**src/rtl/core/fqt_pkg.sv**
```systemverilog
// Shared types and constants for the FIFO queue with traverse.
// Holds the request kinds, result status codes and controller command types.
// No dependencies.
package fqt_pkg;

	localparam int DEPTH_DEF = 16;
	localparam int DATA_W = 32;
	localparam int COUNT_W = 5;

	typedef enum logic [1:0] {
		KIND_ENQ  = 2'd0,
		KIND_DEQ  = 2'd1,
		KIND_CLR  = 2'd2,
		KIND_TRAV = 2'd3
	} kind_t;

	typedef enum logic [1:0] {
		STATUS_OK    = 2'd0,
		STATUS_EMPTY = 2'd1,
		STATUS_FULL  = 2'd2
	} status_t;

	typedef enum logic [3:0] {
		OP_NONE,
		OP_ENQ,
		OP_FULL,
		OP_EMPTY,
		OP_CLR,
		OP_DEQ_START,
		OP_DEQ_EMIT,
		OP_TRAV_START,
		OP_TRAV_EMIT
	} op_t;

	typedef struct packed {
		op_t  op;
		logic load_out;
	} dp_cmd_t;

	typedef struct packed {
		logic empty;
		logic full;
		logic out_free;
		logic trav_last;
	} dp_stat_t;

endpackage

```
**src/rtl/core/fqt_ctrl.sv**
```systemverilog
// Controller state machine for the FIFO queue with traverse.
// Decodes requests and sequences dequeue and traverse; depends on fqt_pkg.
module fqt_ctrl import fqt_pkg::*; (
	input  logic        clk,
	input  logic        arst_n,
	input  logic        in_valid,
	output logic        in_stall,
	input  logic [1:0]  kind,
	input  dp_stat_t    stat,
	output dp_cmd_t     cmd
);

	typedef enum logic [1:0] {
		ST_IDLE,
		ST_DEQ,
		ST_TRAV
	} state_t;

	state_t state_q;
	state_t state_nx;
	logic   take;

	assign in_stall = !((state_q == ST_IDLE) && stat.out_free);
	assign take = in_valid && !in_stall;

	always_comb begin
		cmd.op = OP_NONE;
		state_nx = state_q;
		unique case (state_q)
			ST_IDLE: begin
				if (take) begin
					unique case (kind_t'(kind))
						KIND_ENQ: begin
							cmd.op = stat.full ? OP_FULL : OP_ENQ;
						end
						KIND_DEQ: begin
							if (stat.empty) begin
								cmd.op = OP_EMPTY;
							end else begin
								cmd.op = OP_DEQ_START;
								state_nx = ST_DEQ;
							end
						end
						KIND_CLR: begin
							cmd.op = OP_CLR;
						end
						KIND_TRAV: begin
							if (stat.empty) begin
								cmd.op = OP_EMPTY;
							end else begin
								cmd.op = OP_TRAV_START;
								state_nx = ST_TRAV;
							end
						end
						default: begin
							cmd.op = OP_NONE;
						end
					endcase
				end
			end
			ST_DEQ: begin
				if (stat.out_free) begin
					cmd.op = OP_DEQ_EMIT;
					state_nx = ST_IDLE;
				end
			end
			ST_TRAV: begin
				if (stat.out_free) begin
					cmd.op = OP_TRAV_EMIT;
					if (stat.trav_last) begin
						state_nx = ST_IDLE;
					end
				end
			end
			default: begin
				state_nx = ST_IDLE;
			end
		endcase
		cmd.load_out = (cmd.op == OP_ENQ) || (cmd.op == OP_FULL) || (cmd.op == OP_EMPTY) ||
			(cmd.op == OP_CLR) || (cmd.op == OP_DEQ_EMIT) || (cmd.op == OP_TRAV_EMIT);
	end

	always_ff @(posedge clk or negedge arst_n) begin
		if (!arst_n) begin
			state_q <= ST_IDLE;
		end else begin
			state_q <= state_nx;
		end
	end

endmodule

```
**src/rtl/core/fqt_datapath.sv**
```systemverilog
// Datapath for the FIFO queue with traverse: slot memory, ring pointers,
// front and rear registers and the result register. Depends on fqt_pkg.
module fqt_datapath import fqt_pkg::*; #(
	parameter int DEPTH = DEPTH_DEF
) (
	input  logic                      clk,
	input  logic                      arst_n,
	input  dp_cmd_t                   cmd,
	output dp_stat_t                  stat,
	input  logic signed [DATA_W-1:0]  value,
	output logic                      out_valid,
	input  logic                      out_stall,
	output logic [1:0]                status,
	output logic signed [DATA_W-1:0]  data,
	output logic [COUNT_W-1:0]        count,
	output logic signed [DATA_W-1:0]  front_item,
	output logic signed [DATA_W-1:0]  rear_item,
	output logic                      last
);

	localparam int IW = $clog2(DEPTH);
	localparam int CW = $clog2(DEPTH + 1);

	logic signed [DATA_W-1:0] mem [DEPTH];

	logic [IW-1:0]            head_q;
	logic [IW-1:0]            tail_q;
	logic [IW-1:0]            idx_q;
	logic [CW-1:0]            occ_q;
	logic [CW-1:0]            rem_q;
	logic signed [DATA_W-1:0] front_q;
	logic signed [DATA_W-1:0] rear_q;
	logic signed [DATA_W-1:0] rd_q;

	logic                     out_valid_q;
	logic [1:0]               status_q;
	logic signed [DATA_W-1:0] data_q;
	logic [COUNT_W-1:0]       count_q;
	logic signed [DATA_W-1:0] front_out_q;
	logic signed [DATA_W-1:0] rear_out_q;
	logic                     last_q;

	logic                     rd_en;
	logic [IW-1:0]            rd_addr;
	logic [1:0]               o_status;
	logic signed [DATA_W-1:0] o_data;
	logic [CW-1:0]            o_count;
	logic signed [DATA_W-1:0] o_front;
	logic signed [DATA_W-1:0] o_rear;
	logic                     o_last;

	function automatic logic [IW-1:0] ring_next(input logic [IW-1:0] i);
		return (i == IW'(DEPTH - 1)) ? '0 : i + 1'b1;
	endfunction

	assign stat.empty = (occ_q == '0);
	assign stat.full = (occ_q == CW'(DEPTH));
	assign stat.out_free = !out_valid_q || !out_stall;
	assign stat.trav_last = (rem_q == CW'(1));

	always_comb begin
		rd_en = 1'b0;
		rd_addr = head_q;
		o_status = STATUS_OK;
		o_data = '0;
		o_count = occ_q;
		o_front = '0;
		o_rear = '0;
		o_last = 1'b1;
		unique case (cmd.op)
			OP_ENQ: begin
				o_count = occ_q + 1'b1;
				o_front = (occ_q == '0) ? value : front_q;
				o_rear = value;
			end
			OP_FULL: begin
				o_status = STATUS_FULL;
				o_front = front_q;
				o_rear = rear_q;
			end
			OP_EMPTY: begin
				o_status = STATUS_EMPTY;
				o_count = '0;
			end
			OP_CLR: begin
				o_count = '0;
			end
			OP_DEQ_START: begin
				rd_en = 1'b1;
				rd_addr = ring_next(head_q);
			end
			OP_DEQ_EMIT: begin
				o_data = front_q;
				o_front = (occ_q == '0) ? '0 : rd_q;
				o_rear = (occ_q == '0) ? '0 : rear_q;
			end
			OP_TRAV_START: begin
				rd_en = 1'b1;
				rd_addr = head_q;
			end
			OP_TRAV_EMIT: begin
				rd_en = (rem_q != CW'(1));
				rd_addr = ring_next(idx_q);
				o_data = rd_q;
				o_front = front_q;
				o_rear = rear_q;
				o_last = (rem_q == CW'(1));
			end
			default: begin
				rd_en = 1'b0;
			end
		endcase
	end

	always_ff @(posedge clk) begin
		if (cmd.op == OP_ENQ) begin
			mem[tail_q] <= value;
		end
		if (rd_en) begin
			rd_q <= mem[rd_addr];
		end
	end

	always_ff @(posedge clk or negedge arst_n) begin
		if (!arst_n) begin
			head_q <= '0;
			tail_q <= '0;
			occ_q <= '0;
			idx_q <= '0;
			rem_q <= '0;
		end else begin
			unique case (cmd.op)
				OP_ENQ: begin
					tail_q <= ring_next(tail_q);
					occ_q <= occ_q + 1'b1;
				end
				OP_CLR: begin
					head_q <= '0;
					tail_q <= '0;
					occ_q <= '0;
				end
				OP_DEQ_START: begin
					head_q <= ring_next(head_q);
					occ_q <= occ_q - 1'b1;
				end
				OP_TRAV_START: begin
					idx_q <= head_q;
					rem_q <= occ_q;
				end
				OP_TRAV_EMIT: begin
					idx_q <= ring_next(idx_q);
					rem_q <= rem_q - 1'b1;
				end
				default: begin
					rem_q <= rem_q;
				end
			endcase
		end
	end

	always_ff @(posedge clk) begin
		if (cmd.op == OP_ENQ) begin
			rear_q <= value;
			if (occ_q == '0) begin
				front_q <= value;
			end
		end
		if (cmd.op == OP_DEQ_EMIT) begin
			front_q <= rd_q;
		end
		if (cmd.load_out) begin
			status_q <= o_status;
			data_q <= o_data;
			count_q <= COUNT_W'(o_count);
			front_out_q <= o_front;
			rear_out_q <= o_rear;
			last_q <= o_last;
		end
	end

	always_ff @(posedge clk or negedge arst_n) begin
		if (!arst_n) begin
			out_valid_q <= 1'b0;
		end else if (cmd.load_out) begin
			out_valid_q <= 1'b1;
		end else if (!out_stall) begin
			out_valid_q <= 1'b0;
		end
	end

	assign out_valid = out_valid_q;
	assign status = status_q;
	assign data = data_q;
	assign count = count_q;
	assign front_item = front_out_q;
	assign rear_item = rear_out_q;
	assign last = last_q;

	a_occ_bound: assert property (@(posedge clk) disable iff (!arst_n)
		occ_q <= CW'(DEPTH))
		else $error("occupancy exceeds depth");

	a_ring_meet: assert property (@(posedge clk) disable iff (!arst_n)
		(occ_q == '0 || occ_q == CW'(DEPTH)) |-> head_q == tail_q)
		else $error("head and tail disagree with occupancy");

	a_load_free: assert property (@(posedge clk) disable iff (!arst_n)
		cmd.load_out |-> stat.out_free)
		else $error("result register overwritten while stalled");

	a_trav_rem: assert property (@(posedge clk) disable iff (!arst_n)
		cmd.op == OP_TRAV_EMIT |-> (rem_q != '0 && rem_q <= occ_q))
		else $error("traverse emits beyond stored items");

endmodule

```
**src/rtl/core/fifo_queue_with_traverse_core.sv**
```systemverilog
// Top level of the FIFO queue with traverse.
// Joins the controller fqt_ctrl and the datapath fqt_datapath; uses fqt_pkg.
//
//   channel  direction  handshake            fields
//   input    in         in_valid, in_stall   kind, value
//   output   out        out_valid, out_stall status, data, count, front_item,
//                                            rear_item, last
//
// Enqueue, clear and requests refused as full or empty load their result
// when taken. Dequeue passes through ST_DEQ: the new front word comes from
// the slot memory's registered read port. Traverse passes through ST_TRAV
// and emits one result per stored word, paced by the same read port.
// Reset clears pointers, occupancy and control at once; slot contents stay
// undefined until written, with no clearing pass.
// A stalled result holds in the output register and halts the controller.
module fifo_queue_with_traverse_core import fqt_pkg::*; #(
	parameter int DEPTH = DEPTH_DEF
) (
	input  logic                      clk,
	input  logic                      arst_n,
	input  logic                      in_valid,
	output logic                      in_stall,
	input  logic [1:0]                kind,
	input  logic signed [DATA_W-1:0]  value,
	output logic                      out_valid,
	input  logic                      out_stall,
	output logic [1:0]                status,
	output logic signed [DATA_W-1:0]  data,
	output logic [COUNT_W-1:0]        count,
	output logic signed [DATA_W-1:0]  front_item,
	output logic signed [DATA_W-1:0]  rear_item,
	output logic                      last
);

	dp_cmd_t  cmd;
	dp_stat_t stat;

	fqt_ctrl u_ctrl (
		.clk      (clk),
		.arst_n   (arst_n),
		.in_valid (in_valid),
		.in_stall (in_stall),
		.kind     (kind),
		.stat     (stat),
		.cmd      (cmd)
	);

	fqt_datapath #(
		.DEPTH (DEPTH)
	) u_datapath (
		.clk        (clk),
		.arst_n     (arst_n),
		.cmd        (cmd),
		.stat       (stat),
		.value      (value),
		.out_valid  (out_valid),
		.out_stall  (out_stall),
		.status     (status),
		.data       (data),
		.count      (count),
		.front_item (front_item),
		.rear_item  (rear_item),
		.last       (last)
	);

endmodule
```
**config.mk**
```make
export PLATFORM = sky130hd
export DESIGN_NAME = fifo_queue_with_traverse_core
export DESIGN_NICKNAME = d
export VERILOG_FILES = /design/src/rtl/core/fqt_pkg.sv /design/src/rtl/core/fqt_ctrl.sv /design/src/rtl/core/fqt_datapath.sv /design/src/rtl/core/fifo_queue_with_traverse_core.sv
export SDC_FILE = /design/constraint.sdc
export NUM_CORES = 1
export LEC_CHECK = 0
export ABC_CLOCK_PERIOD_IN_PS = 8900
export BUFFER_PORTS_ARGS = -buffer_cell sky130_fd_sc_hd__buf_2
export CAP_MARGIN = 20
export CORE_MARGIN = 3
export CORE_UTILIZATION = 50
export CTS_CLUSTER_DIAMETER = 100
export DETAILED_ROUTE_END_ITERATION = 10
export GPL_ROUTABILITY_DRIVEN = 0
export PLACE_DENSITY_LB_ADDON = 0.05
export SLEW_MARGIN = 20
export SYNTH_ARGS = -nofsm -noshare
export SYNTH_HDL_FRONTEND = slang
export SYNTH_HIERARCHICAL = 1
export SYNTH_SLANG_ARGS = --single-unit
```
**constraint.sdc**
```tcl
create_clock -name clk -period 8.9 [get_ports clk]
set_input_delay 0.445 -clock clk [delete_from_list [all_inputs] [get_ports clk]]
set_output_delay 0.445 -clock clk [all_outputs]
set_load 0.03 [all_outputs]
```
-- Word level (Yosys, flattened, before mapping)
Memories as Yosys holds them, arrays and structs flattened. A register that Yosys moved wholly into a read port is not among the register bits.
Cells that the tools add are included.
- output and inout port bits: 106
- word-level logic and storage cells: 112
- memory bits (writable): 512
- register bits after elaboration: 193
- input port bits: 38
- memories kept: 1
- memories (memory ; words ; width ; rd ports ; clocked after Yosys merged registers in ; wr ports ; RTL line ; text):
    u_datapath.mem ; 16 ; 32 ; 1 ; 1 ; 1 ; fqt_datapath.sv:24 ; logic signed [DATA_W-1:0] mem [DEPTH];
- equal/unequal tests: 27
- reductions and logical operators: 23
- multiplexer cells: 40
- add/subtract/negate cells: 6
- operator list (cell ; count):
    32-bit case mux with 3 select lines ; 2
    32-bit 2-to-1 mux ; 5
    32-bit case mux with 2 select lines ; 1
    4-bit case mux with 2 select lines ; 4
    4-bit 2-to-1 mux ; 5
    5-bit case mux with 2 select lines ; 2
    4-bit by 3-bit == test with 1-bit output, second input constant ; 4
    4-bit == test, second input constant ; 4
    4-bit case mux with 4 select lines ; 1
    5-bit case mux with 3 select lines ; 1
    2-bit 2-to-1 mux ; 7
    4-bit by 1-bit adder with 4-bit output, second input constant ; 3
    4-bit case mux with 3 select lines ; 1
    5-bit by 1-bit subtractor with 5-bit output, second input constant ; 2
    3-bit 2-to-1 mux ; 3
    3-bit inequality test, second input constant ; 3
    4-bit by 2-bit == test with 1-bit output, second input constant ; 2
    2-bit by 1-bit inequality test with 1-bit output, second input constant ; 4
    2-bit case mux with 2 select lines ; 2
    2-bit nonzero test ; 4
    7-bit AND reduction ; 1
    2-bit == test, second input constant ; 3
    1-bit logical OR ; 6
    2-bit case mux with 3 select lines ; 1
    15 further kinds ; 25

-- Longest topological paths before layout
- depth in word-level cells: 13
- gate-level depth with buffers: 17
- mapped depth without buffers: 13

-- Hierarchy
The synthesis kept the hierarchy.
- by module, submodules not included (module ; seq. area each (µm²) ; area an instance (µm²) ; instances ; cells each):
    fqt_datapath ; 21956.1 ; 28747.6 ; 1 ; 1431
    fqt_ctrl ; 50.0 ; 235.2 ; 1 ; 33

-- Worst setup path before layout
No wires, ideal clock.
- path kind: reg2reg
- start: reg u_datapath.occ_q[0]
- end: mem u_datapath.mem[3][0], enable pin
- arrival time: 5.685 ns
- period minus slack after synthesis: 6.146 ns
- slack: 2.754 ns
- path buffers: 4
- required time: 8.439 ns
- cell stages (with the launch flop): 16
- library setup time: 0.461 ns
- path through: dfrtp_1 -> inv_1 -> ha_1 -> nand2_1 -> nor2_1 -> clkbuf_1 -> nor2b_1 -> o21a_1 -> o21a_1 -> buf_6 -> or4_1 -> clkbuf_1 -> inv_2 -> clkbuf_1 -> nand2_1 -> nor3_1
- RTL lines (element ; RTL line ; text):
    from (decl) ; fqt_datapath.sv:29 ; logic [CW-1:0] occ_q;
    from (signal assigned) ; fqt_datapath.sv:135 ; occ_q <= occ_q + 1'b1;
    from (signal assigned) ; fqt_datapath.sv:144 ; occ_q <= occ_q - 1'b1;
    to (decl) ; fqt_datapath.sv:24 ;

==> summary.md <==
| Metric | Value |
|---|---|
| Routed met2 length | 32600 µm |
| Quantity of I/O buffers inserted on ports | 143 |
| P per Cell Area | 328 nW/µm² |
| Fin nets | 1681 |
| Worst Path Arrival | 6770 ps |
| Ys Warns | 6 |
| #FFs+latches synth | 737 |
| Avg WL per Cell | 27.8 µm |
| Final setup margin | 2600 ps |
| Worst Tran Pin Value | 994 ps |
| Post-synth cell types | 63 |
| Highest-count cells in the layout ignoring fill and taps | 712 x edfxtp_1, 143 x buf_2, 115 x mux4_2 |
| Worst Path Max Fanout | 50 |
| Dpl ws | 2640 ps |
| Largest cells by area after synthesis | edfxtp_1 74%, mux4_2 8.9%, a22o_1 2.9% |
| H-tree lvl count | 3 |
| CTS max path bufs | 3 |
| Pleak | 11.3 nW |
| Slew margin rel. | 33.7% |
| CP Cell Sequence | inv_1 -> ha_1 -> nand2_1 -> nor2_4 -> buf_4 -> nor2b_1 -> o21a_1 -> o21a_1 -> nor4b_4 -> buf_4 -> mux2i_1 -> a221o_1 -> nor2_2 -> buf_4 -> a221o_1 |
| Vias in the first global route | 15200 |
| Clk sinks | 737 |
| Insertion delay to the later sink of the worst-skew pair | 600 ps |
| Die area | 60900 µm² |
| Filler instances | 4245 |
| Fin area | 33300 µm² |
| Placed cell count | 2308 |
| Vias per inst | 6.14 |
| CTS clock-pin slew for the worst setup and hold paths | 60 ps |
| Vias after detailed routing | 15100 |
| Syn Nets | 1512 |
| # setup viols final | 0 |
| Routed met1 length | 29100 µm |
| Inserted Clock Buffers | 77 |
| Core ar. | 56800 µm² |
| Placed cell area | 30700 µm² |
| Fmax | 0.159 GHz |
| Grt ovf | 0 |
| Chip width | 247 µm |
| Share of layout cells above drive strength 1 | 26.1% |
| Slowest Stage Delay on Critical Path | 780 ps |
| Sequential element share of the synthesized area | 75.9% |
| DRC marker count from the first detailed-route iteration | 1498 |
| Multi-input logic area | 6530 µm² |
| Max Cap Violations | 0 |
| Post-synth top area share | 73.8% |
| RSZ-0062 raised after global routing | false |
| Post-CTS sizing | 0 |
| Area Growth Syn to Fin | 14.8% |
| Largest net degree at the start of global routing | 129 |
| Most common cell after layout, fill and taps aside | edfxtp_1 |
| CP Data Required Time | 9370 ps |
| Status | complete, no violations |
| Met3 routed wirelength | 5230 µm |
| Delay-heaviest family, CP | simple AND/OR/NAND/NOR gates |
| Clk_skew | 16.8 ps |
| Total negative setup slack | 0 ps |
| Crit Path Class | reg -> reg |
| Crit-path most repeated cell | buf_4 |
| Starting Density | 51.0% |
| CTS tree | built |
| Biggest area consumer among synthesized cells | edfxtp_1 |
| Async S/R FF share, synth | 3.39% |
| Post-Syn Instances | 1464 |
| Gr usage total | 22.8% |
| Critical path endpoint category | flip-flop |
| Antenna diodes | 0 |
| Uppermost layer routed | met5 |
| 1st-pass router iterations | 6 |
| Final WL | 68300 µm |
| Final Max Tran Viols | 0 |
| Final hold vios | 0 |
| Chip height | 247 µm |
| Syn avg cell area | 19.8 µm² |
| Register Area | 22000 µm² |
| Final Cycle Share | 70.8% |
| CTS Root Cell | clkbuf_16 |
| I/O pin count | 144 |
| Hold WC Path Type | in -> reg |
| Tmin final | 6300 ps |
| Mapped Area | 29000 µm² |
| Row count | 87 |
| First-pass GRT wire length | 101000 µm |
| Synth Flop Type | edfxtp_1 |
| Maximum VDD drop | 0.248 mV |
| Post-synth EDFFs | 712 |
| DRC | 0 |
| Detailed placement HPWL | 35000 µm |
| Final non-filler cell total | 2453 |
| Slowest-stage cell, CP | nor2_2 |
| Initial antenna violation count | 2 |
| Worst Path Buf+Inv | 4 |
| Post-route ant nets | 0 |
| Startpoint types | flip-flop |
==> layer usage <==
metal / global-route usage, % / up-vias
met5: 0 / -
met4: 5.68 / 4
met3: 4.94 / 96
met2: 36.2 / 567
met1: 32.6 / 7930
li1: - / 6461
==> worst min-delay path, cell delays in order <==
cell	delay (ps)
buf_2	140
a32oi_1	100
nor2_1	80
==> metrics by stage <==
stage	total power, mW	util [%]	hold WS [ps]
6_report	10.9	58.6	201
5_1_grt	11.4	58.6	182
4_1_cts	11.0	58.5	168
3_5_place_dp	7.79	54.0	486
3_3_place_gp	7.77	54.0	494
2_1_floorplan	6.96	-	149
==> cells in the mapped netlist (all sizes together) (10+ instances only) <==
| master | instances |
|---|---|
| mux4 | 128 |
| a21oi | 12 |
| edfxtp | 712 |
| ha | 10 |
| o21ai | 50 |
| clkbuf | 54 |
| buf | 37 |
| a22o | 97 |
| a222oi | 32 |
| dfrtp | 25 |
| nor2 | 33 |
| inv | 45 |
| a221o | 34 |
| nand2 | 69 |
| mux2i | 38 |
==> state kept, by name, indices dropped and copies added, names as in the netlist, 2 cells and up <==
name and count:
u_datapath/data 32, u_datapath/status 2, u_datapath/count 5, u_datapath/rear_item 32, u_datapath/mem 512, u_datapath/rear_q 32, u_datapath/front_item 32, u_datapath/tail_q 4
u_datapath/rd_q 32, u_ctrl/state_q 2, u_datapath/head_q 4, u_datapath/idx_q 4, u_datapath/occ_q 5, u_datapath/front_q 32, u_datapath/rem_q 5
==> worst paths after layout <==
check                                          start                      end  slack [ps]  cells after the start
worst min-delay path                         kind[1]        u_ctrl/state_q[1]         200                      3
max in group asynchronous                     arst_n     u_datapath/tail_q[2]        8100                      2
worst max register to register   u_datapath/occ_q[0]      u_datapath/rd_q[12]        2600                     15
min in group asynchronous                     arst_n     u_datapath/head_q[0]         400                      2
worst max-delay path             u_datapath/occ_q[0]      u_datapath/rd_q[12]        2600                     15
worst min register to register  u_datapath/rear_q[3]  u_datapath/rear_item[3]         530                      1
==> kinds of logic (layout without fill, tap and decap cells) <==
kind of cell / after synthesis / in the layout / share of synthesized area, %
flip-flops: 737 / 737 / 75.9
AO/OA/AOI/OAI: 257 / 257 / 7.21
multiplexers: 166 / 166 / 11.4
AND/OR/NAND/NOR: 154 / 154 / 2.62
buffers and inverters: 136 / 369 / 2.27
adder cells (fa/ha/maj): 10 / 10 / 0.432
XOR/XNOR: 4 / 4 / 0.121
==> repair_timing <==
| action | CTS | global route |
|---|---|---|
| hold endpoints to repair | 25 | 0 |
| buffers inserted | 0 | 0 |
| hold buffers | 1 | 0 |
==> cell type report <==
cell class	count	area share (%)
Clock buffer	97	6.27
Clock inverter	46	1.46
Inverter	45	0.511
Multi-Input combinational cell	591	19.6
Sequential cell	737	66.1
Tap cell	756	2.84
Timing Repair Buffer	181	3.15
==> where the power goes <==
group,leakage [nW],internal (mW),switching [mW]
clock network,1.23,1.93,1.30
registers,6.83,4.43,0.208
logic,3.20,1.19,1.87
No activity file was read; power rests on OpenSTA's default activity.
